### src/hdl/i2cseq_pkg.sv
// shared types and constants for the i2c master transfer sequencer
`default_nettype none

package i2cseq_pkg;

   // field widths
   localparam int LEN_WIDTH           = 16;
   localparam int ADDR_WIDTH          = 7;
   localparam int BYTE_WIDTH          = 8;
   localparam int COUNT_WIDTH_DEFAULT = 16;

   // master status byte
   localparam logic [7:0] ST_RIF      = 8'h80;
   localparam logic [7:0] ST_WIF      = 8'h40;
   localparam logic [7:0] ST_CLKHOLD  = 8'h20;
   localparam logic [7:0] ST_RXNACK   = 8'h10;
   localparam logic [7:0] ST_ARBLOST  = 8'h08;
   localparam logic [7:0] ST_BUSERR   = 8'h04;
   localparam logic [7:0] ST_OWNER    = 8'h02;
   localparam logic [7:0] ST_READ_OK  = ST_RIF | ST_CLKHOLD | ST_OWNER;
   localparam logic [7:0] ST_WRITE_OK = ST_WIF | ST_CLKHOLD | ST_OWNER;
   localparam logic [7:0] ST_ERROR    = ST_ARBLOST | ST_BUSERR;

   // request kinds
   typedef enum logic [1:0] {
      OP_START_WR_RD = 2'd0,
      OP_START_WR_WR = 2'd1,
      OP_STATUS      = 2'd2
   } op_type;

   // commands to the master core
   typedef enum logic [2:0] {
      CMD_NONE        = 3'd0,
      CMD_SEND        = 3'd1,
      CMD_ACKREAD     = 3'd2,
      CMD_START_READ  = 3'd3,
      CMD_START_WRITE = 3'd4,
      CMD_NACK_STOP   = 3'd5
   } command_type;

   // one response transaction
   typedef struct packed {
      logic                  busy_res;
      logic                  ok;
      logic [BYTE_WIDTH-1:0] rx_data;
      logic [LEN_WIDTH-1:0]  rx_index;
      logic                  rx_valid;
      logic [LEN_WIDTH-1:0]  tx_index;
      logic                  tx_segment;
      logic [BYTE_WIDTH-1:0] address_byte;
   } rsp_payload_type;

endpackage : i2cseq_pkg

`default_nettype wire

### src/hdl/i2c_master_transfer_sequencer.sv
// i2c master transfer sequencer: start and status decisions for one bus transaction
// A response is in the output register in the cycle after its request is taken.
// Throughput: one request per cycle while responses are taken; the single decision
// stage between the state registers and the output register sets this figure.
// The request side stalls only while the output register holds an untaken response.
// Reset (synchronous, active high) clears the state, the target address and the
// output register valid; the block takes requests in the first cycle after reset.
`default_nettype none

module i2c_master_transfer_sequencer
   import i2cseq_pkg::*;
#(
   parameter int COUNT_WIDTH = COUNT_WIDTH_DEFAULT
) (
   input  wire logic        clock,
   input  wire logic        reset,
   // configuration
   input  wire logic        csr_wr_en,
   input  wire logic [6:0]  csr_wr_data,   // target_address
   // request channel
   input  wire logic        req_tvalid,
   output logic             req_tready,
   // tdata: first_len[15:0] second_len[31:16] read_len[47:32] read_present[48]
   //        bus_status[56:49] bus_data[64:57] zero fill[71:65]
   input  wire logic [71:0] req_tdata,
   input  wire logic [1:0]  req_tuser,     // op
   // response channel
   output logic             rsp_tvalid,
   input  wire logic        rsp_tready,
   // tdata: address_byte[7:0] tx_segment[8] tx_index[24:9] rx_valid[25]
   //        rx_index[41:26] rx_data[49:42] ok[50] busy_res[51] zero fill[55:52]
   output logic [55:0]      rsp_tdata,
   output logic [2:0]       rsp_tuser,     // command
   output logic             rsp_tlast      // done_res
);

   localparam int PAYLOAD_WIDTH = $bits(rsp_payload_type);

   // request fields
   logic [LEN_WIDTH-1:0]  first_len;
   logic [LEN_WIDTH-1:0]  second_len;
   logic [LEN_WIDTH-1:0]  read_len;
   logic                  read_present;
   logic [BYTE_WIDTH-1:0] bus_status;
   logic [BYTE_WIDTH-1:0] bus_data;
   logic                  req_fire;

   assign first_len    = req_tdata[15:0];
   assign second_len   = req_tdata[31:16];
   assign read_len     = req_tdata[47:32];
   assign read_present = req_tdata[48];
   assign bus_status   = req_tdata[56:49];
   assign bus_data     = req_tdata[64:57];

   // transaction state
   logic [ADDR_WIDTH-1:0]  target_address_ff;
   logic                   active_ff, active_in;
   logic [COUNT_WIDTH-1:0] first_sent_ff, first_sent_in;
   logic [COUNT_WIDTH-1:0] first_total_ff, first_total_in;
   logic [COUNT_WIDTH-1:0] second_sent_ff, second_sent_in;
   logic [COUNT_WIDTH-1:0] second_total_ff, second_total_in;
   logic [COUNT_WIDTH-1:0] read_count_ff, read_count_in;
   logic [COUNT_WIDTH-1:0] read_total_ff, read_total_in;
   logic                   read_wanted_ff, read_wanted_in;
   logic                   result_ok_ff, result_ok_in;

   // output register
   logic                  rsp_valid_ff;
   rsp_payload_type       rsp_payload_ff, rsp_payload_in;
   command_type           rsp_command_ff, rsp_command_in;
   logic                  rsp_done_ff, rsp_done_in;

   logic [COUNT_WIDTH-1:0] read_count_inc;
   logic [COUNT_WIDTH-1:0] first_len_cnt;

   // accept while the output register is free or being emptied
   assign req_tready = !rsp_valid_ff || rsp_tready;
   assign req_fire   = req_tvalid && req_tready;

   assign read_count_inc = read_count_ff + COUNT_WIDTH'(1);
   assign first_len_cnt  = COUNT_WIDTH'(first_len);

   // decision logic for one request
   always_comb begin
      active_in       = active_ff;
      first_sent_in   = first_sent_ff;
      first_total_in  = first_total_ff;
      second_sent_in  = second_sent_ff;
      second_total_in = second_total_ff;
      read_count_in   = read_count_ff;
      read_total_in   = read_total_ff;
      read_wanted_in  = read_wanted_ff;
      result_ok_in    = result_ok_ff;
      rsp_payload_in  = '0;
      rsp_command_in  = CMD_NONE;
      rsp_done_in     = 1'b0;

      case (req_tuser)
         OP_START_WR_RD, OP_START_WR_WR: begin
            first_total_in = first_len_cnt;
            first_sent_in  = '0;
            second_sent_in = '0;
            read_count_in  = '0;
            if (req_tuser == OP_START_WR_RD) begin
               second_total_in = '0;
               read_total_in   = COUNT_WIDTH'(read_len);
               read_wanted_in  = read_present;
            end else begin
               second_total_in = COUNT_WIDTH'(second_len);
               read_total_in   = '0;
               read_wanted_in  = 1'b0;
            end
            if (req_tuser == OP_START_WR_WR || first_len_cnt != '0) begin
               rsp_command_in              = CMD_START_WRITE;
               rsp_payload_in.address_byte = {target_address_ff, 1'b0};
            end else begin
               rsp_command_in              = CMD_START_READ;
               rsp_payload_in.address_byte = {target_address_ff, 1'b1};
            end
            result_ok_in = 1'b0;
            active_in    = 1'b1;
         end
         OP_STATUS: begin
            if (active_ff) begin
               if ((bus_status & ST_ERROR) != '0) begin
                  // arbitration lost or bus error
                  rsp_command_in = CMD_NACK_STOP;
                  rsp_done_in    = 1'b1;
                  result_ok_in   = 1'b0;
                  active_in      = 1'b0;
               end else if (bus_status == ST_READ_OK) begin
                  // byte received
                  if (read_wanted_ff) begin
                     rsp_payload_in.rx_valid = 1'b1;
                     rsp_payload_in.rx_index = LEN_WIDTH'(read_count_ff);
                     rsp_payload_in.rx_data  = bus_data;
                  end
                  read_count_in = read_count_inc;
                  if (read_count_inc < read_total_ff) begin
                     rsp_command_in = CMD_ACKREAD;
                  end else begin
                     rsp_command_in = CMD_NACK_STOP;
                     rsp_done_in    = 1'b1;
                     result_ok_in   = 1'b1;
                     active_in      = 1'b0;
                  end
               end else if (bus_status == ST_WRITE_OK) begin
                  // byte sent, pick the next step
                  if (first_sent_ff < first_total_ff) begin
                     rsp_command_in            = CMD_SEND;
                     rsp_payload_in.tx_segment = 1'b0;
                     rsp_payload_in.tx_index   = LEN_WIDTH'(first_sent_ff);
                     first_sent_in             = first_sent_ff + COUNT_WIDTH'(1);
                  end else if (second_sent_ff < second_total_ff) begin
                     rsp_command_in            = CMD_SEND;
                     rsp_payload_in.tx_segment = 1'b1;
                     rsp_payload_in.tx_index   = LEN_WIDTH'(second_sent_ff);
                     second_sent_in            = second_sent_ff + COUNT_WIDTH'(1);
                  end else if (read_wanted_ff) begin
                     rsp_command_in              = CMD_START_READ;
                     rsp_payload_in.address_byte = {target_address_ff, 1'b1};
                  end else begin
                     rsp_command_in = CMD_NACK_STOP;
                     rsp_done_in    = 1'b1;
                     result_ok_in   = 1'b1;
                     active_in      = 1'b0;
                  end
               end else begin
                  // unexpected status
                  rsp_command_in = CMD_NACK_STOP;
                  rsp_done_in    = 1'b1;
                  result_ok_in   = 1'b0;
                  active_in      = 1'b0;
               end
            end
         end
         default: begin
            rsp_command_in = CMD_NONE;
         end
      endcase

      rsp_payload_in.ok       = result_ok_in;
      rsp_payload_in.busy_res = active_in;
   end

   // configuration register
   always_ff @(posedge clock) begin
      if (reset) begin
         target_address_ff <= '0;
      end else if (csr_wr_en) begin
         target_address_ff <= csr_wr_data;
      end
   end

   // state registers
   always_ff @(posedge clock) begin
      if (reset) begin
         active_ff       <= 1'b0;
         first_sent_ff   <= '0;
         first_total_ff  <= '0;
         second_sent_ff  <= '0;
         second_total_ff <= '0;
         read_count_ff   <= '0;
         read_total_ff   <= '0;
         read_wanted_ff  <= 1'b0;
         result_ok_ff    <= 1'b0;
      end else if (req_fire) begin
         active_ff       <= active_in;
         first_sent_ff   <= first_sent_in;
         first_total_ff  <= first_total_in;
         second_sent_ff  <= second_sent_in;
         second_total_ff <= second_total_in;
         read_count_ff   <= read_count_in;
         read_total_ff   <= read_total_in;
         read_wanted_ff  <= read_wanted_in;
         result_ok_ff    <= result_ok_in;
      end
   end

   // output register valid
   always_ff @(posedge clock) begin
      if (reset) begin
         rsp_valid_ff <= 1'b0;
      end else if (req_fire) begin
         rsp_valid_ff <= 1'b1;
      end else if (rsp_tready) begin
         rsp_valid_ff <= 1'b0;
      end
   end

   // output register payload
   always_ff @(posedge clock) begin
      if (req_fire) begin
         rsp_payload_ff <= rsp_payload_in;
         rsp_command_ff <= rsp_command_in;
         rsp_done_ff    <= rsp_done_in;
      end
   end

   assign rsp_tvalid = rsp_valid_ff;
   assign rsp_tdata  = {(56 - PAYLOAD_WIDTH)'(0), rsp_payload_ff};
   assign rsp_tuser  = rsp_command_ff;
   assign rsp_tlast  = rsp_done_ff;

   // busy flag of a fresh response matches the transaction state
   assert property (@(posedge clock) disable iff (reset)
      $past(req_fire) && !$past(reset) |-> rsp_payload_ff.busy_res == active_ff)
      else $error("busy flag differs from transaction state");

   // segment one never sends past its length
   assert property (@(posedge clock) disable iff (reset)
      first_sent_ff <= first_total_ff)
      else $error("segment one index past its length");

   // segment two never sends past its length
   assert property (@(posedge clock) disable iff (reset)
      second_sent_ff <= second_total_ff)
      else $error("segment two index past its length");

   // a finished transaction leaves the block idle with a stop command
   assert property (@(posedge clock) disable iff (reset)
      rsp_valid_ff && rsp_done_ff |->
         rsp_command_ff == CMD_NACK_STOP && !rsp_payload_ff.busy_res)
      else $error("finish without stop or still busy");

   // stored read bytes only come with read commands
   assert property (@(posedge clock) disable iff (reset)
      rsp_valid_ff && rsp_payload_ff.rx_valid |->
         rsp_command_ff == CMD_ACKREAD || rsp_command_ff == CMD_NACK_STOP)
      else $error("read byte stored outside a read step");

endmodule : i2c_master_transfer_sequencer

`default_nettype wire
### config.mk
export PLATFORM = sky130hd
export DESIGN_NAME = i2c_master_transfer_sequencer
export DESIGN_NICKNAME = d
export VERILOG_FILES = /design/src/hdl/i2cseq_pkg.sv /design/src/hdl/i2c_master_transfer_sequencer.sv
export SDC_FILE = /design/constraint.sdc
export NUM_CORES = 1
export LEC_CHECK = 0
export BUFFER_PORTS_ARGS = -buffer_cell sky130_fd_sc_hd__buf_2
export CORE_AREA = 2 2 165 167
export CTS_CLUSTER_DIAMETER = 100
export DETAILED_ROUTE_END_ITERATION = 12
export DIE_AREA = 0 0 167 169
export PLACE_DENSITY = 0.53
export SETUP_SLACK_MARGIN = 0.02
export SYNTH_ARGS = -nofsm -noshare
export SYNTH_HDL_FRONTEND = slang
export SYNTH_SLANG_ARGS = --single-unit
### constraint.sdc
create_clock -name clock -period 3.5 [get_ports clock]
set_input_delay 0.7 -clock clock [delete_from_list [all_inputs] [get_ports clock]]
set_output_delay 0.7 -clock clock [all_outputs]
set_load 0.05 [all_outputs]
; Word level (Yosys, flattened, before mapping)
; Index checks and enable logic that the tools add are counted.
[op_classes]
add_sub_neg = 3
order_cmp = 3
eq_ne = 12
n_mux = 69
bitwise_logic = 5
reduce_logical = 19
[ops]
columns = op, count
row1 = $mux 16, 16
row2 = $pmux 16 s2, 3
row3 = $mux 8, 7
row4 = $add 16x1->16 const B, 3
row5 = $lt 16x16->1, 3
row6 = $mux 17, 2
row7 = $mux 1, 27
row8 = $mux 3, 9
row9 = $mux 25, 1
row10 = $ne 2x2->1 const B, 8
row11 = $pmux 8 s2, 1
row12 = $reduce_bool 16->1, 1
row13 = $reduce_or 5->1, 2
row14 = $eq 8x7->1 const B, 1
row15 = $eq 8x8->1 const B, 1
row16 = $reduce_and 8->1, 1
row17 = $reduce_bool 8->1, 1
row18 = $reduce_and 7->1, 1
row19 = $pmux 3 s2, 1
row20 = $reduce_or 6->1, 1
row21 = $not 1->1, 5
row22 = $reduce_and 5->1, 1
row23 = $pmux 1 s2, 2
row24 = $reduce_and 2->1, 2
row25 = other kinds (9), 11
[word_totals]
regBits = 163
inputBits = 86
out_inout_bits = 62
word_cells = 132

; Logic depth before layout (Yosys ltp)
[depth]
depth_word = 8
depth_mapped = 13
depth_no_buf = 13

; Least setup slack after synthesis
; No wires, ideal clock.
[synth_path]
path_kind = input port to flip-flop
from = input rsp_tready
to = register read_total_ff[15]
setup_ns = 0.074
arrival_time_ns = 4.046
required_time_ns = 3.426
path_slack_ns = -0.621
path_stages = 8
path_buffers = 1
path_cell_list = nand2b_1 -> nand2_1 -> inv_1 -> nand2_1 -> nor3_1 -> clkbuf_1 -> nand2_1 -> o21ai_0
[synth_between]
elab_chain_cells = 3
[synth_rtl]
columns = item, line_no
row1 = from (decl), i2c_master_transfer_sequencer.sv:29  ; input wire logic rsp_tready,
row2 = $logic_or 1x1->1, i2c_master_transfer_sequencer.sv:77  ; assign req_tready = !rsp_valid_ff || rsp_tready;
row3 = $logic_and 1x1->1, i2c_master_transfer_sequencer.sv:78  ; assign req_fire = req_tvalid && req_tready;
row4 = via req_fire, i2c_master_transfer_sequencer.sv:46  ; logic req_fire;
row5 = $reduce_and 2->1 (no source line), n/a
row6 = to (signal assigned), i2c_master_transfer_sequencer.sv:214  ; read_total_ff <= read_total_in;
row7 = to (decl), i2c_master_transfer_sequencer.sv:63  ; logic [COUNT_WIDTH-1:0] read_total_ff, read_total_in;
; The timed path passes the listed nets, and every way through them passes these cells.
; A chain may end at the register's enable or synchronous reset.

; Worst setup path in the final report
[layout_path]
from = register read_count_ff[1]
to = register result_ok_ff
[layout_between]
elab_chain_cells = 7
[layout_rtl]
columns = item, line_no
row1 = from (decl), i2c_master_transfer_sequencer.sv:62  ; logic [COUNT_WIDTH-1:0] read_count_ff, read_count_in;
row2 = from (signal assigned), i2c_master_transfer_sequencer.sv:213  ; read_count_ff <= read_count_in;
row3 = $add 16x1->16, i2c_master_transfer_sequencer.sv:80  ; assign read_count_inc = read_count_ff + COUNT_WIDTH'(1);
row4 = $lt 16x16->1, i2c_master_transfer_sequencer.sv:139  ; if (read_count_inc < read_total_ff) begin
row5 = $mux 1, i2c_master_transfer_sequencer.sv:139
row6 = $mux 1, i2c_master_transfer_sequencer.sv:131  ; end else if (bus_status == ST_READ_OK) begin
row7 = $mux 1, i2c_master_transfer_sequencer.sv:125  ; if ((bus_status & ST_ERROR) != '0) begin
row8 = $mux 1, i2c_master_transfer_sequencer.sv:124  ; if (active_ff) begin
row9 = $pmux 1 s2, i2c_master_transfer_sequencer.sv:98  ; case (req_tuser)
row10 = to (signal assigned), i2c_master_transfer_sequencer.sv:216  ; result_ok_ff <= result_ok_in;
row11 = to (decl), i2c_master_transfer_sequencer.sv:65  ; logic result_ok_ff, result_ok_in;
; Every way passes these cells.

==> run summary <==
Synth Area in Adders: 7.69%
Max_cap viols: 0
CP Launch Type: flop
Slew Viols, Final: 0
Worst hold slack: 0.455 ns
Worst setup path start: read_count_ff[1]
Initial drt markers: 392
WL/cell: 15.4 µm
Final Cell Area: 9700 µm²
Final worst slack: 0.222 ns
Slew @ Worst Pin: 1.11 ns
Reg clk slew, reported paths: 0.07 ns
Status: completed
Crit path top cell by count: nand4_1
Root Buffer: clkbuf_16
Critical Path Sink Type: flop
Io pins: 148
Seq cells post-synth: 163
Hold Path Depth: 2
Primary FF master, synth: dfxtp_1
Detail Route Antenna Nets: 0
Worst EP arrival: 3.60 ns
Clock Latency Late Sink: 0.43 ns
Area occupied by multi-input gates: 3680 µm²
PwrDens: 467 nW/µm²
Pleak: 3.86 nW
FF-to-FF End: result_ok_ff
Die Width: 167 µm
Worst-path cell chain: ha_2, nand4_1, nor3_2, and3_1, nand3_1, xnor2_1, ha_1, nand4_1, a211oi_1, nor4_1, buf_4, or4_1, a221oi_1
Post-synth top area share: 27.4%
TritonRoute pass-1 iters: 4
Fillcell total: 2,727
Core area: 26,500 µm²
Post-Synth XOR/XNOR Area: 3.03%
R2R setup slack: 0.22 ns
Nets: 1,121
Number of global-route vias before repair: 6,170
Critical setup path kind: reg2reg
CTS H-tree lvls: 4
Mapped Cells: 838
Main combinational cell family by area after synthesis: simple AND/OR/NAND/NOR gates
Mux cell area share after synthesis: 1.03%
Post-synth EDFFs: 56
DR vias/cell: 4.81
CTS Buf Count: 17
Yosys warns: 0
GRT Util Overall: 14.6%
Tightest Hold Check Type: reg2reg
Tmin final: 3.28 ns
Top cells by area, synth: dfxtp_1, edfxtp_1, ha_1
DP Area: 9020 µm²
Buffers on Ports: 136
Synth area leader: dfxtp_1
HPWL after DPL: 15,400 µm
Synth cell types: 57
Die H: 169 µm
Reg area: 3830 µm²
Async set-or-reset flop fraction in the synthesized netlist: 0%
Share of layout cells above drive strength 1: 21.1%
Final setup violation count: 0
RSZ-0062 raised after global routing: true
Maximum vdd ir drop: 278 µV
Largest net degree at the start of global routing: 39
Final worst path period share: 93.7%
Initial antenna violation count: 1
First-pass GRT wire length: 32,700 µm
Post-route clock skew: 0.0121 ns
Fmax: 305 MHz
Hold_sp: first_total_ff[5]
Max incr delay on CP: 0.52 ns
Compound-cell area share of the yosys netlist: 14.3%
Die Area: 28,200 µm²
Slowest cell on the critical path: or4_1
Reg2Reg Launch Point: read_count_ff[1]
Crit-path max FO: 6
Min-Delay Endpoint: first_total_ff[5]
Worst EP required: 3.83 ns
Clock sink count: 163
Initial Util: 29.5%
Area Growth Syn to Fin: 24.2%
Pre-CTS setup slack: 0.113 ns
GRT overflow: 0
Top cells by instance count after synthesis: dfxtp_1, nand2_1, o21ai_0
Worst slew margin relative to its limit: 25.4%
Post-synthesis simple-gate area fraction: 20.2%
Hold_buf cts: 0
CTS tree: yes
Post-Route WL: 20,600 µm
Cell Area, Synth: 7810 µm²
Worst-case clock buffer depth: 2
Register area share after synthesis: 49.0%
Worst Reg-to-Reg Cells: 13
Vias: 6,461
RePlAce Congestion: 0.830
Syn Area/Cell: 9.32 µm²
Site Rows: 60
Residual DRC: 0
Fin Setup TNS: 0 ns
Hold Violations, Final: 0
Most frequent cell after synthesis: dfxtp_1
cells by family after synthesis:
| group | after synthesis |
|---|---|
| AND/OR/NAND/NOR | 313 |
| AO/OA/AOI/OAI | 184 |
| flip-flops | 163 |
| buffers and inverters | 94 |
| adder cells (fa/ha/maj) | 48 |
| XOR/XNOR | 27 |
| multiplexers | 8 |
| other | 1 |
final cells by class:
type                            count  area share, %
Inverter                           58           2.28
Clock buffer                       19           4.67
Multi-Input combinational cell    584           37.9
Tap cell                          341           4.40
Clock inverter                     13           2.00
Sequential cell                   163           39.4
Timing Repair Buffer              163           9.24
Antenna cell                        1         0.0258
worst max-delay path: cells and delay by family, from the launching register on:
kind	cells	cell delay [ns]
and+or+nand+nor	7	1.50
adders and majority gates	2	0.54
AOI/OAI and AO/OA	2	0.45
DFF	1	0.37
buffers and inverters	1	0.17
xor gates and xnor gates	1	0.16
metal layers:
metal | vias up | track usage (%) | part of all wire (%)
met3 | 13 | 3.48 | 4.2
met5 | - | 0 | 0
met1 | 3040 | 19.1 | 47
met4 | 0 | 3.97 | 1.3
met2 | 134 | 24.3 | 47
li1 | 3274 | - | -
through the flow:
step                total power (W)  utilization (%)  instances
floorplan                   0.00236                -        841
global placement            0.00251             34.0       1309
detailed placement          0.00251             34.0       1309
CTS                         0.00459             36.5       1341
global route                0.00472             36.6       1341
finish                      0.00453             36.6       1342
registers in the layout, summed over array words and instances (netlist names), 3 cells and up:
register / flops
first_sent_ff: 16
first_total_ff: 16
read_count_ff: 16
read_total_ff: 16
rsp_tdata: 52
rsp_tuser: 3
second_sent_ff: 16
second_total_ff: 16
target_address_ff: 7
what timing repair did:
| item | in CTS | in global routing |
|---|---|---|
| gates resized for setup | 0 | 8 |
| endpoints found under the setup margin | 0 | 7 |
| buffers inserted | 0 | 0 |
report_power, final:
part           leakage [nW]  switching [W]  internal, W
clock network         0.321       0.000815      0.00125
registers              1.43      0.0000173      0.00201
logic                  2.10       0.000311     0.000126
how the worst max path moves through the flow:
| stage | slack, ns | end | depth (start not counted) |
|---|---|---|---|
| floorplan | 0.02 | second_sent_ff[10] | 8 |
| global placement | 0.15 | result_ok_ff | 13 |
| detailed placement | 0.11 | result_ok_ff | 13 |
| CTS | 0.1 | result_ok_ff | 13 |
| global route | 0.01 | result_ok_ff | 13 |
| finish | 0.22 | result_ok_ff | 13 |
cells in the final DEF (no fill, tap or decap), types with 5 or more instances in the layout:
cell	instances
nand2b_1	5
nor4_1	11
and3_1	10
buf_4	26
nor3_2	5
clkbuf_16	17
or4_1	6
dfxtp_1	105
a22o_1	17
and2_1	25
o31ai_1	5
a21o_1	5
a21oi_1	60
mux2i_1	8
xor2_1	10
o21ai_0	61
inv_1	57
nor2_1	57
edfxtp_1	56
nand3_1	31
ha_1	47
xnor2_1	15
nor3_1	13
and4_1	6
nand3b_1	8
nor2b_1	10
nand2_1	94
buf_2	136
or3_1	12
nand4_1	10
Note: power is estimated with default switching activity, not from simulation.
